File: src/ubx_pkg.sv
// ----------------------------------------------------------------------------
// ubx_pkg: shared types and constants of the UBX frame parser
// Event codes, register indexes and the field widths used by the channels.
// ----------------------------------------------------------------------------
package ubx_pkg;

   localparam int BYTE_W   = 8;
   localparam int LENGTH_W = 16;
   localparam int EVENT_W  = 3;
   localparam int CSR_IDX_W = 2;

   typedef logic [BYTE_W-1:0]    byte_type;
   typedef logic [LENGTH_W-1:0]  length_type;
   typedef logic [EVENT_W-1:0]   event_type;
   typedef logic [CSR_IDX_W-1:0] csr_idx_type;

   // Result event codes.
   localparam event_type EV_IDLE    = 3'd0;
   localparam event_type EV_PAYLOAD = 3'd1;
   localparam event_type EV_GOOD    = 3'd2;
   localparam event_type EV_BADSYNC = 3'd3;
   localparam event_type EV_TOOLONG = 3'd4;
   localparam event_type EV_OVERRUN = 3'd5;
   localparam event_type EV_BADCHKA = 3'd6;
   localparam event_type EV_BADCHKB = 3'd7;

   // Configuration register indexes.
   localparam csr_idx_type CSR_SYNC_FIRST   = 2'd0;
   localparam csr_idx_type CSR_SYNC_SECOND  = 2'd1;
   localparam csr_idx_type CSR_LENGTH_LIMIT = 2'd2;

   // Reset values of the configuration registers.
   localparam byte_type   SYNC_FIRST_RST   = 8'hB5;
   localparam byte_type   SYNC_SECOND_RST  = 8'h62;
   localparam length_type LENGTH_LIMIT_RST = 16'd256;

endpackage

File: src/ubx_if.sv
// ----------------------------------------------------------------------------
// ubx_if: channel interfaces of the UBX frame parser
// Receive byte channel, result channel and configuration write channel.
// ----------------------------------------------------------------------------
interface ubx_req_if;
   logic               valid;
   logic               ready;
   ubx_pkg::byte_type  rx_byte;

   modport source (output valid, output rx_byte, input ready);
   modport sink   (input valid, input rx_byte, output ready);
endinterface

interface ubx_rsp_if;
   logic                valid;
   logic                ready;
   ubx_pkg::event_type  event_res;
   ubx_pkg::byte_type   payload_byte;
   ubx_pkg::byte_type   payload_offset;
   ubx_pkg::byte_type   frame_class;
   ubx_pkg::byte_type   frame_id;
   ubx_pkg::length_type frame_length;

   modport source (output valid, output event_res, output payload_byte,
                   output payload_offset, output frame_class, output frame_id,
                   output frame_length, input ready);
   modport sink   (input valid, input event_res, input payload_byte,
                   input payload_offset, input frame_class, input frame_id,
                   input frame_length, output ready);
endinterface

interface ubx_csr_if;
   logic                 valid;
   logic                 ready;
   ubx_pkg::csr_idx_type index;
   ubx_pkg::length_type  wdata;

   modport source (output valid, output index, output wdata, input ready);
   modport sink   (input valid, input index, input wdata, output ready);
endinterface

File: src/ubx_frame_parser.sv
// ----------------------------------------------------------------------------
// ubx_frame_parser: UBX frame hunter with Fletcher-8 check, one result per byte
// A result is registered and valid in the cycle after its byte transaction is taken.
// Throughput: one byte per cycle while the result sink keeps up; the frame state update is one short step.
// Reset (synchronous): hunt for first sync, registers back to their defaults.
// ----------------------------------------------------------------------------
module ubx_frame_parser #(
   parameter int PAYLOAD_BYTES = 256
) (
   input  logic         clock,
   input  logic         reset,
   ubx_req_if.sink      req_if,
   ubx_rsp_if.source    rsp_if,
   ubx_csr_if.sink      csr_if
);
   import ubx_pkg::*;

   // The payload counter only needs to reach PAYLOAD_BYTES; a byte arriving
   // once it is there is an overrun.
   localparam int CNT_W = (PAYLOAD_BYTES < 2) ? 1 : $clog2(PAYLOAD_BYTES + 1);
   localparam logic [CNT_W-1:0] CNT_MAX = CNT_W'(PAYLOAD_BYTES);

   // Frame phase codes.
   localparam logic [3:0] PH_SYNC1   = 4'd0;
   localparam logic [3:0] PH_SYNC2   = 4'd1;
   localparam logic [3:0] PH_CLASS   = 4'd2;
   localparam logic [3:0] PH_ID      = 4'd3;
   localparam logic [3:0] PH_LEN_LO  = 4'd4;
   localparam logic [3:0] PH_LEN_HI  = 4'd5;
   localparam logic [3:0] PH_PAYLOAD = 4'd6;
   localparam logic [3:0] PH_CHK_A   = 4'd7;
   localparam logic [3:0] PH_CHK_B   = 4'd8;

   // Configuration registers.
   byte_type   sync_first_ff,  sync_first_in;
   byte_type   sync_second_ff, sync_second_in;
   length_type length_limit_ff, length_limit_in;

   // Frame state.
   logic [3:0]       phase_ff, phase_in;
   byte_type         class_ff, class_in;
   byte_type         id_ff, id_in;
   length_type       length_ff, length_in;
   byte_type         sum_a_ff, sum_a_in;
   byte_type         sum_b_ff, sum_b_in;
   logic [CNT_W-1:0] count_ff, count_in;

   // Result register.
   logic       rsp_valid_ff, rsp_valid_in;
   event_type  event_ff, event_in;
   byte_type   pbyte_ff, pbyte_in;
   byte_type   poff_ff, poff_in;

   logic       req_take;
   byte_type   rx;
   byte_type   sum_a_add;
   byte_type   sum_b_add;
   length_type len_full;
   length_type count_next;
   length_type count_wide;

   // A new byte is taken whenever the result register is empty or is being
   // drained in the same cycle, so back-to-back transactions run at full rate.
   assign req_if.ready = !rsp_valid_ff || rsp_if.ready;
   assign req_take     = req_if.valid && req_if.ready;
   assign csr_if.ready = 1'b1;

   assign rx = req_if.rx_byte;

   // One Fletcher-8 step on the incoming byte.
   assign sum_a_add = sum_a_ff + rx;
   assign sum_b_add = sum_b_ff + sum_a_add;

   // Declared length once the high byte arrives.
   assign len_full = {rx, length_ff[7:0]};

   assign count_wide = LENGTH_W'(count_ff);
   assign count_next = count_wide + 16'd1;

   always_comb begin
      sync_first_in   = sync_first_ff;
      sync_second_in  = sync_second_ff;
      length_limit_in = length_limit_ff;
      if (csr_if.valid) begin
         case (csr_if.index)
            CSR_SYNC_FIRST:   sync_first_in   = csr_if.wdata[BYTE_W-1:0];
            CSR_SYNC_SECOND:  sync_second_in  = csr_if.wdata[BYTE_W-1:0];
            CSR_LENGTH_LIMIT: length_limit_in = csr_if.wdata;
            default:          ;
         endcase
      end
   end

   always_comb begin
      phase_in  = phase_ff;
      class_in  = class_ff;
      id_in     = id_ff;
      length_in = length_ff;
      sum_a_in  = sum_a_ff;
      sum_b_in  = sum_b_ff;
      count_in  = count_ff;
      event_in  = EV_IDLE;
      pbyte_in  = '0;
      poff_in   = '0;

      case (phase_ff)
         PH_SYNC1: begin
            if (rx == sync_first_ff) begin
               phase_in = PH_SYNC2;
            end
         end
         PH_SYNC2: begin
            // A wrong second sync byte is reported and not re-tested as a
            // first sync byte.
            if (rx == sync_second_ff) begin
               phase_in = PH_CLASS;
               sum_a_in = '0;
               sum_b_in = '0;
            end else begin
               phase_in = PH_SYNC1;
               event_in = EV_BADSYNC;
            end
         end
         PH_CLASS: begin
            class_in = rx;
            sum_a_in = sum_a_add;
            sum_b_in = sum_b_add;
            phase_in = PH_ID;
         end
         PH_ID: begin
            id_in    = rx;
            sum_a_in = sum_a_add;
            sum_b_in = sum_b_add;
            phase_in = PH_LEN_LO;
         end
         PH_LEN_LO: begin
            length_in = {8'd0, rx};
            sum_a_in  = sum_a_add;
            sum_b_in  = sum_b_add;
            phase_in  = PH_LEN_HI;
         end
         PH_LEN_HI: begin
            // The declared length is kept even when the frame is dropped,
            // so the drop result shows it.
            length_in = len_full;
            if (len_full < length_limit_ff) begin
               sum_a_in = sum_a_add;
               sum_b_in = sum_b_add;
               count_in = '0;
               // An empty payload goes straight to the check bytes.
               phase_in = (len_full == '0) ? PH_CHK_A : PH_PAYLOAD;
            end else begin
               phase_in = PH_SYNC1;
               event_in = EV_TOOLONG;
            end
         end
         PH_PAYLOAD: begin
            if (count_ff < CNT_MAX) begin
               sum_a_in = sum_a_add;
               sum_b_in = sum_b_add;
               event_in = EV_PAYLOAD;
               pbyte_in = rx;
               poff_in  = count_wide[BYTE_W-1:0];
               count_in = count_next[CNT_W-1:0];
               if (count_next == length_ff) begin
                  phase_in = PH_CHK_A;
               end
            end else begin
               phase_in = PH_SYNC1;
               event_in = EV_OVERRUN;
            end
         end
         PH_CHK_A: begin
            if (rx == sum_a_ff) begin
               phase_in = PH_CHK_B;
            end else begin
               phase_in = PH_SYNC1;
               event_in = EV_BADCHKA;
            end
         end
         PH_CHK_B: begin
            phase_in = PH_SYNC1;
            event_in = (rx == sum_b_ff) ? EV_GOOD : EV_BADCHKB;
         end
         default: begin
            phase_in = PH_SYNC1;
         end
      endcase
   end

   // The result register holds until the sink takes it; a fresh byte loads it
   // when it is empty or in the same cycle as the old result leaves.
   always_comb begin
      rsp_valid_in = rsp_valid_ff;
      if (req_take) begin
         rsp_valid_in = 1'b1;
      end else if (rsp_if.ready) begin
         rsp_valid_in = 1'b0;
      end
   end

   always_ff @(posedge clock) begin
      if (reset) begin
         sync_first_ff   <= SYNC_FIRST_RST;
         sync_second_ff  <= SYNC_SECOND_RST;
         length_limit_ff <= LENGTH_LIMIT_RST;
         phase_ff        <= PH_SYNC1;
         class_ff        <= '0;
         id_ff           <= '0;
         length_ff       <= '0;
         sum_a_ff        <= '0;
         sum_b_ff        <= '0;
         count_ff        <= '0;
         rsp_valid_ff    <= 1'b0;
      end else begin
         sync_first_ff   <= sync_first_in;
         sync_second_ff  <= sync_second_in;
         length_limit_ff <= length_limit_in;
         rsp_valid_ff    <= rsp_valid_in;
         if (req_take) begin
            phase_ff  <= phase_in;
            class_ff  <= class_in;
            id_ff     <= id_in;
            length_ff <= length_in;
            sum_a_ff  <= sum_a_in;
            sum_b_ff  <= sum_b_in;
            count_ff  <= count_in;
         end
      end
   end

   // Result payload needs no reset; it is qualified by the valid flag.
   always_ff @(posedge clock) begin
      if (req_take) begin
         event_ff <= event_in;
         pbyte_ff <= pbyte_in;
         poff_ff  <= poff_in;
      end
   end

   // Frame fields show the state after the byte that produced the result,
   // which is exactly what the state registers hold while the result waits.
   assign rsp_if.valid          = rsp_valid_ff;
   assign rsp_if.event_res      = event_ff;
   assign rsp_if.payload_byte   = pbyte_ff;
   assign rsp_if.payload_offset = poff_ff;
   assign rsp_if.frame_class    = class_ff;
   assign rsp_if.frame_id       = id_ff;
   assign rsp_if.frame_length   = length_ff;

endmodule
File: src/flat_wrapper.sv
// flat-port wrapper written by rule: the top's interface ports become plain ports
module ubx_frame_parser_flat import ubx_pkg::*;
#(
   parameter int PAYLOAD_BYTES = 256
)
  (clock, reset, req_if_valid, req_if_rx_byte, req_if_ready, rsp_if_valid, rsp_if_event_res, rsp_if_payload_byte, rsp_if_payload_offset, rsp_if_frame_class, rsp_if_frame_id, rsp_if_frame_length, rsp_if_ready, csr_if_valid, csr_if_index, csr_if_wdata, csr_if_ready);
  ubx_req_if req_if_i ();
  ubx_rsp_if rsp_if_i ();
  ubx_csr_if csr_if_i ();
  input  logic clock;
  input  logic reset;
  input wire logic [$bits(req_if_i.valid)-1:0] req_if_valid;
  input wire logic [$bits(req_if_i.rx_byte)-1:0] req_if_rx_byte;
  output wire logic [$bits(req_if_i.ready)-1:0] req_if_ready;
  output wire logic [$bits(rsp_if_i.valid)-1:0] rsp_if_valid;
  output wire logic [$bits(rsp_if_i.event_res)-1:0] rsp_if_event_res;
  output wire logic [$bits(rsp_if_i.payload_byte)-1:0] rsp_if_payload_byte;
  output wire logic [$bits(rsp_if_i.payload_offset)-1:0] rsp_if_payload_offset;
  output wire logic [$bits(rsp_if_i.frame_class)-1:0] rsp_if_frame_class;
  output wire logic [$bits(rsp_if_i.frame_id)-1:0] rsp_if_frame_id;
  output wire logic [$bits(rsp_if_i.frame_length)-1:0] rsp_if_frame_length;
  input wire logic [$bits(rsp_if_i.ready)-1:0] rsp_if_ready;
  input wire logic [$bits(csr_if_i.valid)-1:0] csr_if_valid;
  input wire logic [$bits(csr_if_i.index)-1:0] csr_if_index;
  input wire logic [$bits(csr_if_i.wdata)-1:0] csr_if_wdata;
  output wire logic [$bits(csr_if_i.ready)-1:0] csr_if_ready;
  assign req_if_i.valid = req_if_valid;
  assign req_if_i.rx_byte = req_if_rx_byte;
  assign req_if_ready = req_if_i.ready;
  assign rsp_if_valid = rsp_if_i.valid;
  assign rsp_if_event_res = rsp_if_i.event_res;
  assign rsp_if_payload_byte = rsp_if_i.payload_byte;
  assign rsp_if_payload_offset = rsp_if_i.payload_offset;
  assign rsp_if_frame_class = rsp_if_i.frame_class;
  assign rsp_if_frame_id = rsp_if_i.frame_id;
  assign rsp_if_frame_length = rsp_if_i.frame_length;
  assign rsp_if_i.ready = rsp_if_ready;
  assign csr_if_i.valid = csr_if_valid;
  assign csr_if_i.index = csr_if_index;
  assign csr_if_i.wdata = csr_if_wdata;
  assign csr_if_ready = csr_if_i.ready;
  ubx_frame_parser #(.PAYLOAD_BYTES(PAYLOAD_BYTES)) u_core (.clock(clock), .reset(reset), .req_if(req_if_i), .rsp_if(rsp_if_i), .csr_if(csr_if_i));
endmodule
File: config.mk
export PLATFORM = sky130hd
export DESIGN_NAME = ubx_frame_parser_flat
export DESIGN_NICKNAME = d
export VERILOG_FILES = /design/src/ubx_pkg.sv /design/src/ubx_if.sv /design/src/ubx_frame_parser.sv /design/src/flat_wrapper.sv
export SDC_FILE = /design/constraint.sdc
export NUM_CORES = 1
export LEC_CHECK = 0
export ABC_CLOCK_PERIOD_IN_PS = 5400
export BUFFER_PORTS_ARGS = -buffer_cell sky130_fd_sc_hd__buf_2
export CORE_UTILIZATION = 62
export CTS_CLUSTER_DIAMETER = 80
export DETAILED_ROUTE_END_ITERATION = 8
export GPL_ROUTABILITY_DRIVEN = 0
export PLACE_DENSITY_LB_ADDON = 0.1
export SETUP_SLACK_MARGIN = 0.3
export SYNTH_ARGS = -nofsm -noshare
export SYNTH_HDL_FRONTEND = slang
export SYNTH_SLANG_ARGS = --single-unit
File: constraint.sdc
create_clock -name clock -period 5.4 [get_ports clock]
set_clock_uncertainty 0.05 [all_clocks]
set_input_delay 0.81 -clock clock [delete_from_list [all_inputs] [get_ports clock]]
set_output_delay 0.81 -clock clock [all_outputs]
set_load 0.1 [all_outputs]
==> results.py, run 1 <==
metrics = {
    "setup_path": {
        "cp_top_family": "compound AO/OA/AOI/OAI gates",
        "critPathMaxStageDelay_ns": 0.42,
        "timing.critical_path.buf_inv": 1,
        "critPathMaxFanout": 11,
        "critPathSlowestCell": "fa_1",
        "critPathCaptureType": "register",
        "worst_ep_required_time_ns": 5.75,
        "arrival_ns": 3.70,
        "r2r_slack_ns": 2.30,
        "worstSetupPathType": "in2reg",
        "crit_path_cell_trace": "buf_2 > ha_1 > fa_1 > a21o_1 > a21oi_1 > o21bai_1 > a21oi_1 > xnor2_1 > ha_1 > nor3_1 > nor2_1 > o41ai_1 > xnor2_1 > and3_1 > a211o_1",
        "crit_path_start_kind": "primary input",
    },
    "sta": {
        "slew_viol_final": 0,
        "finalCritPeriodShare_pct": 62.1,
        "setup_violations": 0,
        "tightest_slew_ns": 1.05,
        "hold_violations": 0,
        "timing.fmax_mhz": 298,
        "maxSlewHeadroom_pct": 29.9,
        "fin_crit_ns": 3.35,
        "rsz0062_at_grt": "false",
        "final.setup.tns_ns": 0,
    },
    "flow_run": {
        "cap_violations": 0,
    },
    "clock_network": {
        "clkSinkCount": 113,
        "hold_buffers": 0,
        "cts-buffers-inserted": 17,
        "cts_max_path_buffers": 2,
        "cts_root_buf": "clkbuf_8",
        "post_cts_resized": 0,
        "cts_tree": "built",
        "clkTransAtPathRegs_ns": 0.06,
        "h-tree-depth": 4,
        "post_cts_buffers": 0,
        "clock_latency_ns": 0.51,
    },
    "grt": {
        "grt_pass1_wl_mm": 23.4,
        "grt_use_total_pct": 30.2,
        "antenna_found_initial": 0,
        "grt_max_degree": 82,
        "overflow": 0,
        "grt_pass1_vias": 4811,
    },
    "floorplan": {
        "die_area_um2": 9910,
        "num_rows": 35,
        "io-pin-count": 85,
        "die_h_um": 99.5,
        "core_um2": 9240,
        "initial_core_util_pct": 63.8,
        "die_x_um": 99.5,
    },
    "power_and_ir_drop": {
        "p_total_uw": 2070,
        "powerDensity_nw_per_um2": 303,
        "pwr-share-seq_pct": 42.4,
        "p_int_uw": 1530,
        "combPwrFrac_pct": 9.2,
        "netSwitchingPower_uw": 549,
        "power.leakage_uw": 0.00298,
        "power_switching_share_pct": 26.5,
        "clkPwrFrac_pct": 48.4,
        "max-vdd-ir-drop_uv": 178,
    },
    "synthesis": {
        "synth.most_common_cell": "dfxtp_1",
        "synth-seq-area-share_pct": 41.6,
        "yosys_warnings": 0,
        "synth_top_cell_area_share_pct": 31.9,
        "synthFlopType": "dfxtp_1",
        "synth_area_um2": 5900,
        "synth_area_leaders": "dfxtp_1, edfxtp_1, ha_1",
        "syn_inst": 656,
        "synth_area_per_cell_um2": 8.99,
        "ys_ff_latch": 113,
        "synth_edf_count": 19,
        "yosysTopAreaCell": "dfxtp_1",
        "synth_cell_type_count": 57,
        "synth_common_cells": "dfxtp_1, nand2_1, nor2_1",
        "async_flop_share_pct": 0,
        "syn_nets": 719,
    },
    "drt": {
        "routed_wl_mm": 14.3,
        "drtIter0Drc": 566,
        "routed-via-count": 5067,
        "wl_per_cell_um": 16.6,
        "postRouteAntennaNets": 0,
        "first_pass_iters": 7,
        "via_per_inst": 5.89,
        "drc": 0,
    },
    "layout": {
        "num-nets-final": 781,
        "syn_to_final_growth_pct": 16.0,
        "drive_above_1_share_pct": 17.8,
        "antenna_cells": 0,
    },
    "placed_design": {
        "dp_hpwl_mm": 9.67,
        "port_buffers": 83,
    },
    "status": {
        "status": "finished, final reports clean",
    },
    "hold_path": {
        "hold_class": "reg2reg",
    },
}
## layout by cell type (no fill, tap or decap), drive strengths merged, types with 11 or more instances in the layout
cell type and instances:
ha 30, o21ai 15, nor4 11, a21oi 52, dfxtp 94, clkbuf 20
mux2i 25, nand3 23, nor3 16, nor2 55, xnor2 34, buf 85
xor2 16, nand2 69, edfxtp 19, inv 25, nand4 11, a22o 14
and2 17
## cell type report
type / instances / area (um2)
inverters: 24 / 90.1
well taps: 129 / 161
clock inverters: 12 / 85.1
flip-flops and latches: 113 / 2450
multi-input cells: 477 / 3160
fillers: 698 / 2400
repair buffers: 85 / 430
clock buffers: 20 / 457
## state kept, by name, indices dropped and copies added (netlist names)
register / flops
u_core.rsp_if.valid: 1
u_core.phase_ff: 4
u_core.count_ff: 9
u_core.sum_a_ff: 8
u_core.sync_first_ff: 8
u_core.sum_b_ff: 8
u_core.sync_second_ff: 8
u_core.rsp_if.frame_id: 8
u_core.rsp_if.event_res: 3
u_core.rsp_if.frame_class: 8
u_core.rsp_if.payload_offset: 8
u_core.rsp_if.payload_byte: 8
u_core.length_limit_ff: 16
u_core.rsp_if.frame_length: 16
## power by group through the flow
stage                     clock [uW]  sequential, uW  combinational (uW)
final                           1000             880                 190
after global routing            1050             881                 204
after CTS                       1010             880                 190
after detailed placement           0             898                 188
after global placement             0             897                 184
after floorplan                    0             948                95.2
## logic make-up (layout without fill, tap and decap cells)
kind of cell / count (synthesis) / in the layout / share of synthesized area (%)
adder cells (fa/ha/maj): 32 / 32 / 7.04
buffers and inverters: 66 / 141 / 4.86
AND/OR/NAND/NOR: 237 / 237 / 19.5
AO/OA/AOI/OAI: 132 / 132 / 15.3
flip-flops: 113 / 113 / 41.6
other: 1 / 1 / 0.0636
XOR/XNOR: 50 / 50 / 7.43
multiplexers: 25 / 25 / 4.24
## through the flow
step / setup WS, ns / std cells / hold WS (ns) / util [%] / instance area, um2
floorplan: 2.00 / 656 / 0.382 / - / 5900
global placement: 1.72 / 828 / 0.392 / 68.2 / 6300
detailed placement: 1.63 / 828 / 0.398 / 68.2 / 6300
CTS: 2.13 / 860 / 0.406 / 74.0 / 6840
global route: 1.92 / 860 / 0.423 / 74.0 / 6840
finish: 2.05 / 860 / 0.404 / 74.0 / 6840
## worst paths after layout
| path | start | to | cells past startpoint |
|---|---|---|---|
| worst max-delay path | req_if_rx_byte[0] | u_core.sum_b_ff[7] | 15 |
| worst min-delay path | u_core.length_limit_ff[11] | u_core.length_limit_ff[11] | 2 |
| worst max register to register | u_core.sum_a_ff[0] | u_core.sum_b_ff[7] | 14 |
| worst min register to register | u_core.length_limit_ff[11] | u_core.length_limit_ff[11] | 2 |
## per-layer routing
metal	GRT usage, %	vias up	wire [um]
met5	0	-	0
li1	-	2439	-
met2	50.1	216	6850
met1	39.2	2381	6150
met3	6.11	31	1050
met4	10.5	0	223
## worst register-to-register path: cells and delay by family (launching register included)
family                     cells  cell delay (ns)
DFF                            1             0.31
xor gates and xnor gates       2             0.26
adders and majority gates      3             0.84
and+or+nand+nor                3             0.51
AOI/OAI and AO/OA              6             1.01
(Power assumes the default switching activity.)
==> inputs of run 2 (changes only) <==
- ABC_AREA: default -> 1
- ABC_CLOCK_PERIOD_IN_PS: 5400 -> 2700
- CORE_UTILIZATION: 62 -> 52
- clock period: 5.4 -> 2.7 ns (I/O delays scaled with it)
==> run 2 against run 1 <==
Effect of this change:
- clock power up 130%
- first-iteration DRC count down 9.9%
- register-to-register slack worse by 2.2 ns
- synthesized cell count up 28%
- non-clock buffer count up 43
- design area up 13%
- critical endpoint is now u_core.sum_b_ff[5]
- largest cell class unchanged
==> results.py, run 2 <==
metrics = {
    "grt": {
        "antenna_found_initial": 0,
        "grt_pass1_wl_mm": 28.4,
        "met1_usage_pct": 36.5,
        "grt_use_total_pct": 29.5,
        "grtUsageMet2_pct": 48.9,
        "grt_pass1_vias": 5772,
        "grt_max_degree": 49,
        "overflow": 0,
        "gr-usage-met3_pct": 6.37,
        "busiest_layer": "met2",
    },
    "synthesis": {
        "synth_top_cell_area_share_pct": 30.7,
        "synthFlopType": "dfxtp_1",
        "yosys_warnings": 0,
        "syn_nets": 903,
        "yosysTopAreaCell": "dfxtp_1",
        "ys_ff_latch": 113,
        "synth_area_per_cell_um2": 7.30,
        "async_flop_share_pct": 0,
        "synth.most_common_cell": "nand2_1",
        "synth_area_um2": 6130,
        "synth-seq-area-share_pct": 40.0,
        "synth_common_cells": "nand2_1, a21oi_1, dfxtp_1",
        "synth_cell_type_count": 43,
        "syn_inst": 840,
        "synth_edf_count": 19,
        "synth_area_leaders": "dfxtp_1, nand2_1, edfxtp_1",
    },
    "placed_design": {
        "port_buffers": 83,
        "dp_hpwl_mm": 12.9,
        "pre_cts_ws_ns": -0.0543,
        "post_dp_cell_area_um2": 6980,
    },
    "drt": {
        "wl_per_cell_um": 16.1,
        "postRouteAntennaNets": 0,
        "drc": 0,
        "drtIter0Drc": 510,
        "via_per_inst": 5.54,
        "routed-via-count": 6166,
        "routed_wl_mm": 17.9,
        "first_pass_iters": 8,
    },
    "clock_network": {
        "hold_buffers": 0,
        "cts_max_path_buffers": 2,
        "clkSinkCount": 113,
        "h-tree-depth": 4,
        "cts-buffers-inserted": 17,
        "clkTransAtPathRegs_ns": 0.05,
        "clock_latency_ns": 0.42,
        "cts_tree": "built",
        "cts_root_buf": "clkbuf_16",
    },
    "sta": {
        "tightest_slew_ns": 0.800,
        "timing.fmax_mhz": 389,
        "layout_setup_ws_ns": 0.130,
        "slew_viol_final": 0,
        "maxSlewHeadroom_pct": 46.6,
        "hold_violations": 0,
        "rsz0062_at_grt": "true",
        "fin_crit_ns": 2.57,
        "finalCritPeriodShare_pct": 95.2,
        "setup_violations": 0,
    },
    "setup_path": {
        "crit_path_start_kind": "register",
        "worstRegToRegCells": 14,
        "critPathCaptureType": "register",
        "critPathMaxFanout": 4,
        "worstSetupPathType": "reg2reg",
        "worst_ep_required_time_ns": 2.94,
        "arrival_ns": 2.81,
    },
    "layout": {
        "design_area_um2": 7710,
        "antenna_cells": 0,
        "fillers": 985,
        "drive_above_1_share_pct": 22.6,
        "syn_to_final_growth_pct": 25.8,
        "final_common_cell": "nand2_1",
        "layout_common_cells": "nand2_1, a21oi_1, inv_1, buf_2, dfxtp_1",
        "num-nets-final": 1021,
    },
    "status": {
        "status": "finished, final reports clean",
    },
    "floorplan": {
        "die_area_um2": 12200,
        "num_rows": 39,
        "die_x_um": 111,
        "die_h_um": 111,
        "io-pin-count": 85,
        "initial_core_util_pct": 53.5,
        "core_um2": 11500,
    },
    "hold_path": {
        "hold_class": "in2reg",
        "hold_depth": 3,
    },
    "power_and_ir_drop": {
        "power.leakage_uw": 0.00346,
        "powerDensity_nw_per_um2": 590,
        "max-vdd-ir-drop_uv": 619,
    },
    "flow_run": {
        "cap_violations": 0,
    },
}
==> run 2: cell count changes in the layout (fill, tap and decap cells not counted), sizes merged, moves of 18 or more <==
cell and delta:
xnor2 -19, a21oi +47, nor2 +18, o21ai +27, inv +73, mux2i -25, buf +43, nand3 +46
nand2 +131
==> run 2: area by class of cell <==
type,count,area [um2],area share [%]
repair buffers,128,757,9.81
multi-input cells,597,3340,43.3
flip-flops and latches,113,2470,32.0
clock buffers,21,450,5.84
well taps,143,179,2.32
clock inverters,11,141,1.83
inverters,101,380,4.93
==> run 2: final timing paths <==
path / start / to / slack [ns]
max: u_core.sum_a_ff[0] / u_core.sum_b_ff[5] / 0.13
min: csr_if_wdata[8] / u_core.length_limit_ff[8] / 0.16
max reg2reg: u_core.sum_a_ff[0] / u_core.sum_b_ff[5] / 0.13
min reg2reg: u_core.length_limit_ff[2] / u_core.length_limit_ff[2] / 0.40
==> run 2: repair_timing <==
item                                    CTS  global route
setup buffers                             3             2
gates resized for setup                   5            17
endpoints found under the setup margin    4             9
hold endpoints to repair                  0             0
pin swaps                                 7            13
==> run 2: kinds of logic (layout without fill, tap and decap cells) <==
logic type | Yosys count | in the layout | share of synthesized area, %
other | 1 | 1 | 0.0612
buffers and inverters | 130 | 261 | 8.49
flip-flops | 113 | 113 | 40.0
adder cells (fa/ha/maj) | 32 | 32 | 6.78
AO/OA/AOI/OAI | 160 | 160 | 14.0
AND/OR/NAND/NOR | 381 | 381 | 27.1
XOR/XNOR | 23 | 23 | 3.51
==> run 2: metal layers <==
metal | up-vias | wire (um) | share of wire [%]
met4 | 0 | 607 | 3.4
met2 | 253 | 8670 | 48
li1 | 3003 | - | -
met3 | 59 | 1190 | 6.6
met1 | 2851 | 7460 | 42
met5 | - | 0 | 0
==> run 2: through the flow <==
| stage | cells | hold WS, ns | util (%) | setup TNS (ns) | total power [uW] |
|---|---|---|---|---|---|
| floorplan | 840 | 0.383 | - | 0 | 2150 |
| global placement | 1077 | 0.395 | 60.9 | -0.0100 | 2290 |
| detailed placement | 1077 | 0.401 | 60.9 | -0.0543 | 2300 |
| CTS | 1112 | 0.145 | 66.5 | 0 | 4550 |
| global route | 1114 | 0.184 | 67.3 | 0 | 4680 |
| finish | 1114 | 0.155 | 67.3 | 0 | 4550 |
==> run 2: worst max-delay path, stage by stage, from the launching register on <==
cell	delay, ns
dfxtp_2	0.33
ha_4	0.17
fa_2	0.41
a31o_4	0.24
xor2_2	0.17
inv_2	0.07
ha_4	0.30
nand2_4	0.06
inv_2	0.06
nand4_1	0.11
o211ai_1	0.13
xnor2_1	0.15
nor2_1	0.06
nand2_1	0.08
a21oi_2	0.05
==> run 2: power breakdown <==
group / switching (uW) / leakage, uW / internal, uW / total, uW
Sequential: 18.5 / 0.000961 / 1760 / 1780
Clock: 792 / 0.000283 / 1470 / 2260
Combinational: 364 / 0.00221 / 151 / 515
Total: 1170 / 0.00346 / 3370 / 4550
